===== src/design/sha256_pkg.sv =====
// Package: constants, types and round functions of the SHA-256 lane block
package sha256_pkg;
    localparam int LANE_COUNT  = 16;
    localparam int ROUND_COUNT = 64;
    localparam int LANE_W      = 4;
    localparam int LANE_SEL_W  = (LANE_COUNT > 1) ? $clog2(LANE_COUNT) : 1;
    localparam int ROUND_W     = 7;

    localparam logic [1:0] CMD_WRITE = 2'd0;
    localparam logic [1:0] CMD_MSG   = 2'd1;
    localparam logic [1:0] CMD_READ  = 2'd2;

    typedef enum logic [2:0] {
        ST_IDLE, ST_LOADW, ST_LOADH, ST_ROUND, ST_ADD, ST_READ
    } state_t;

    // controller to datapath commands
    typedef struct packed {
        logic       msg_wr;     // store message word
        logic       chain_wr;   // store chaining word from input
        logic       rd_req;     // issue chaining read at input address
        logic       load_w;     // read message word count_reg, shift previous word into schedule
        logic       load_h;     // load chaining word into working vars
        logic       round_en;   // run one round
        logic       add_wr;     // add working var back into chaining word
        logic       out_en;     // present read data
        logic [6:0] count;      // step counter
    } ctrl_t;

    typedef logic [31:0] word_t;

    function automatic word_t rotr(input word_t x, input int n);
        rotr = (x >> n) | (x << (32 - n));
    endfunction

    localparam word_t K [64] = '{
        32'h428a2f98, 32'h71374491, 32'hb5c0fbcf, 32'he9b5dba5, 32'h3956c25b, 32'h59f111f1,
        32'h923f82a4, 32'hab1c5ed5, 32'hd807aa98, 32'h12835b01, 32'h243185be, 32'h550c7dc3,
        32'h72be5d74, 32'h80deb1fe, 32'h9bdc06a7, 32'hc19bf174, 32'he49b69c1, 32'hefbe4786,
        32'h0fc19dc6, 32'h240ca1cc, 32'h2de92c6f, 32'h4a7484aa, 32'h5cb0a9dc, 32'h76f988da,
        32'h983e5152, 32'ha831c66d, 32'hb00327c8, 32'hbf597fc7, 32'hc6e00bf3, 32'hd5a79147,
        32'h06ca6351, 32'h14292967, 32'h27b70a85, 32'h2e1b2138, 32'h4d2c6dfc, 32'h53380d13,
        32'h650a7354, 32'h766a0abb, 32'h81c2c92e, 32'h92722c85, 32'ha2bfe8a1, 32'ha81a664b,
        32'hc24b8b70, 32'hc76c51a3, 32'hd192e819, 32'hd6990624, 32'hf40e3585, 32'h106aa070,
        32'h19a4c116, 32'h1e376c08, 32'h2748774c, 32'h34b0bcb5, 32'h391c0cb3, 32'h4ed8aa4a,
        32'h5b9cca4f, 32'h682e6ff3, 32'h748f82ee, 32'h78a5636f, 32'h84c87814, 32'h8cc70208,
        32'h90befffa, 32'ha4506ceb, 32'hbef9a3f7, 32'hc67178f2
    };
endpackage


===== src/design/sha256_ctrl.sv =====
// Controller: sequences stores, reads, schedule load, rounds and write-back
module sha256_ctrl (
    input  logic                   clk,
    input  logic                   rst_n,
    input  logic                   start,
    input  logic [1:0]             command,
    input  logic [3:0]             lane,
    input  logic [3:0]             word_index,
    output logic                   busy,
    output sha256_pkg::ctrl_t      ctrl
);
    import sha256_pkg::*;

    state_t     state_reg, state_next;
    logic [6:0] count_reg, count_next;
    logic       lane_ok;
    logic       go;

    assign lane_ok = ({28'd0, lane} < LANE_COUNT);
    assign go      = start && !busy && lane_ok;

    // state and counter registers
    always_ff @(posedge clk or negedge rst_n)
    begin
        if (!rst_n)
        begin
            state_reg <= ST_IDLE;
            count_reg <= '0;
        end
        else
        begin
            state_reg <= state_next;
            count_reg <= count_next;
        end
    end

    // next state and commands
    always_comb
    begin
        state_next    = state_reg;
        count_next    = count_reg;
        ctrl          = '0;
        ctrl.count    = count_reg;
        busy          = (state_reg != ST_IDLE);
        case (state_reg)
            ST_IDLE:
            begin
                if (go)
                begin
                    case (command)
                        CMD_WRITE: ctrl.chain_wr = 1'b1;
                        CMD_MSG:
                        begin
                            ctrl.msg_wr = 1'b1;
                            if (word_index == 4'd15)
                            begin
                                state_next = ST_LOADW;
                                count_next = '0;
                            end
                        end
                        CMD_READ:
                        begin
                            ctrl.rd_req = 1'b1;
                            state_next  = ST_READ;
                        end
                        default: ;
                    endcase
                end
            end
            ST_READ:
            begin
                ctrl.out_en = 1'b1;
                state_next  = ST_IDLE;
            end
            // one message word per cycle, read data lands next cycle
            ST_LOADW:
            begin
                ctrl.load_w = 1'b1;
                if (count_reg == 7'd16)
                begin
                    state_next = ST_LOADH;
                    count_next = '0;
                end
                else
                    count_next = count_reg + 7'd1;
            end
            ST_LOADH:
            begin
                ctrl.load_h = 1'b1;
                if (count_reg == 7'd8)
                begin
                    state_next = ST_ROUND;
                    count_next = '0;
                end
                else
                    count_next = count_reg + 7'd1;
            end
            ST_ROUND:
            begin
                ctrl.round_en = 1'b1;
                if (count_reg == 7'(ROUND_COUNT - 1))
                begin
                    state_next = ST_ADD;
                    count_next = '0;
                end
                else
                    count_next = count_reg + 7'd1;
            end
            // read chaining word, add, write back: each write uses the word read in the cycle before
            ST_ADD:
            begin
                ctrl.add_wr = 1'b1;
                if (count_reg == 7'd8)
                begin
                    state_next = ST_IDLE;
                    count_next = '0;
                end
                else
                    count_next = count_reg + 7'd1;
            end
            default: state_next = ST_IDLE;
        endcase
    end
endmodule


===== config.mk =====
export PLATFORM = sky130hd
export DESIGN_NAME = sha256_ctrl
export DESIGN_NICKNAME = d
export VERILOG_FILES = /design/src/design/sha256_pkg.sv /design/src/design/sha256_ctrl.sv
export SDC_FILE = /design/constraint.sdc
export NUM_CORES = 1
export LEC_CHECK = 0
export ABC_AREA = 1
export BUFFER_PORTS_ARGS = -buffer_cell sky130_fd_sc_hd__buf_2
export CORE_ASPECT_RATIO = 1.25
export CORE_MARGIN = 3
export CORE_UTILIZATION = 48
export CTS_CLUSTER_SIZE = 12
export DETAILED_ROUTE_END_ITERATION = 6
export MAX_ROUTING_LAYER = met4
export PLACE_DENSITY_LB_ADDON = 0.15
export SYNTH_ARGS = -nofsm -noshare
export SYNTH_HDL_FRONTEND = slang
export SYNTH_SLANG_ARGS = --single-unit

===== constraint.sdc =====
create_clock -name clk -period 1.76 [get_ports clk]
set_input_delay 0.176 -clock clk [delete_from_list [all_inputs] [get_ports clk]]
set_output_delay 0.176 -clock clk [all_outputs]
set_load 0.05 [all_outputs]

==> results.md <==
- NumNets Final: 168
- Fmax: 603 MHz
- Crit path launch type: register
- Crit share post-route: 94.2%
- Crit path cell chain: inv_2 -> nand2_2 -> nor2_4 -> nand2_2 -> nor2_1 -> clkbuf_4
- Synth Net Count: 135
- Total gr overflow: 0
- Fraction of layout cells with a size suffix above 1: 37.5%
- Synth warnings: 0
- Crit Path Category: reg -> out
- Primary FF master, synth: dfrtp_1
- Cells on worst reg2reg path: 11
- Post-synthesis xor/xnor area fraction: 2.20%
- Core ar.: roughly 1500 um2
- Ports: 29
- Sink Count: 10
- Final slew viol count: 0
- Critical Path AT: 1480 ps
- CTS buffer count: 3
- R2R Path Start: count_reg[0]
- Synth cell types: 23
- Gr usage total: between 20% and 30%
- Non-Filler Cell Area, Final: roughly 1000 um2
- Worst-case clock buffer depth: 2
- Routed WL: 1970 um
- Flop and latch count out of synthesis: 10
- Via-per-instance ratio: 5.15
- Synth area leader: dfrtp_1
- Synth Area in Compound Gates: between 5 and 6%
- Die outline height: slightly above 50 um
- Post-synth EDFFs: 0
- Cell count after synthesis: 120
- Simple-gate share of the synthesized area: roughly half
- Critical Path Stages: 6
- Skew-Pair Late Insertion Delay: 280 ps
- FF-to-FF setup slack: 170 ps
- Hold Fails Final Rpt: 0
- Worst slack, placed: 185 ps
- Initial antenna violation count: 0
- Initial Util: 54.3%
- Largest net degree at the start of global routing: 11
- Leakage power: 0.000585 uW
- Crit path largest cell delay: 450 ps
- Most used cell, CP: nand2_2
- Clk pin slew, worst setup/hold paths: around 80 ps
- Power Density: 1900 nW/um2
- FF-to-FF End: count_reg[5]
- WL per Instance: between 10 and 15 um
- Worst Path Max Fanout: 5
- Clk root buf: clkbuf_4
- Area of the mapped netlist: slightly below 800 um2
- Final TNS setup: 0 ps
- Die footprint: 2180 um2
- Drc violations: 0
- Largest register FFs: 7
- # rows: 15
- Post-DP HPWL: approximately 1400 um
- Worst slew pin tran: 252 ps
- Vias: 870
- CP top delay family: flip-flops
- Buf+Inv Stages, Crit Path: 2
- CP endpoint kind: output pin
- TritonCTS clock tree: done
- Status: complete, no violations
- Synth top area share: 31.5%
- Pre-antenna DRT Iters: 4
- Vias in the first global route: between 700 and 800
- Fraction of registers with async set/reset: 100%
- Max-Cap Viols: 0
- Antenna diode count: 0
- Min-delay worst type: in -> async
- Adder-cell share of the synthesized area: approximately 3.1%
- Worst VDD drop: 1.26 mV
- DRT iter0 DRCs: 19
- # port buffers: 24
- Crit path time final: 1660 ps
- Combinational family with the most area after synthesis: simple AND/OR/NAND/NOR gates
- Post-DP Area: 936 um2
- Multiplexer share of the synthesized area: 0%
- Die Span X: 42.4 um
- Global-route wire length before repair: about 3300 um
- Finish-stage setup viols: 0
- Average cell area after synthesis: 6.62 um2
- CP Data Required Time: 1580 ps
- Number of fill cells: ~120
- Gpl congestion: 0.790
- Max_slew headroom: 83.2%
- Sequential fraction of the synthesis area: between 30% and 40%
- Depth of the CTS H-tree: 1
- ANT nets after route: 0
- Final setup margin: 103 ps
- Clock Skew: 5.15 ps
- CP max stage cell: dfrtp_2
- Top cells by area, synth: dfrtp_1 31%, nand2_1 16%, nand3_1 7.6%
- P&R area growth vs syn: 31.2%
## kinds of logic after synthesis
group           after synthesis
fa+ha+maj                     2
xor+xnor                      2
compound gates                8
buf+inv                      19
flops                        10
simple gates                 79
## worst max path at each step
stage | endpoint | startpoint
5_1_grt | ctrl[14] | state_reg[2]
2_1_floorplan | ctrl[12] | state_reg[1]
6_report | ctrl[14] | state_reg[2]
3_3_place_gp | count_reg[5] | count_reg[0]
4_1_cts | ctrl[13] | state_reg[1]
3_5_place_dp | count_reg[5] | count_reg[0]
## power by group
group	switching, uW	internal [uW]
clock network	92.5	126
logic	941	397
registers	115	313
## layout by cell type (no fill, tap or decap), drive strengths merged
cell type	count
dfrtp	10
nand2	39
nand4	4
inv	18
o21ai	5
ha	2
clkbuf	5
buf	26
nor2	17
clkinv	1
and2	1
o21bai	1
nand3	14
a31o	1
a21oi	1
or2	1
dlygate4sd3	1
nor3	3
xor2	2
## through the flow
step           util, %  std cells  hold slack, ps  power [uW]
2_1_floorplan        -        120            -120        1420
3_3_place_gp      63.9        161            51.8        1650
3_5_place_dp      63.9        161            57.5        1680
4_1_cts           67.8        166             294        1920
5_1_grt           71.2        169             302        2130
6_report          71.2        169             287        1980
## area by class of cell
cell class / count / area, um2 / share of cell area [%]
Timing Repair Buffer: 28 / 168 / 16.1
Tap cell: 17 / 21.3 / 2.04
Sequential cell: 10 / 253 / 24.2
Inverter: 19 / 71.3 / 6.84
Multi-Input combinational cell: 91 / 493 / 47.3
Clock buffer: 4 / 36.3 / 3.48
## Yosys cell counts, types with 2 or more instances
master,number
nor2_2,3
nor2_1,13
nand4_1,4
nor3_1,3
nand3_2,2
nand2_2,4
ha_1,2
inv_1,11
inv_2,7
nand2_1,34
xor2_1,2
dfrtp_1,10
nand3_1,12
o21ai_0,4
## metal layers
layer / track usage (%) / wire [um] / up-vias
li1: - / - / 447
met4: 7.77 / 26 / 0
met2: 35.8 / 1010 / 27
met5: - / 0 / -
met3: 3.17 / 112 / 4
met1: 23.3 / 819 / 392
## what timing repair did
action | CTS | global route
pin swaps | 0 | 1
endpoints found under the setup margin | 2 | 3
hold endpoints to repair | 10 | 0
hold buffers | 1 | 0
gates resized for setup | 3 | 9
buffers inserted | 0 | 3
(Power assumes the default switching activity.)
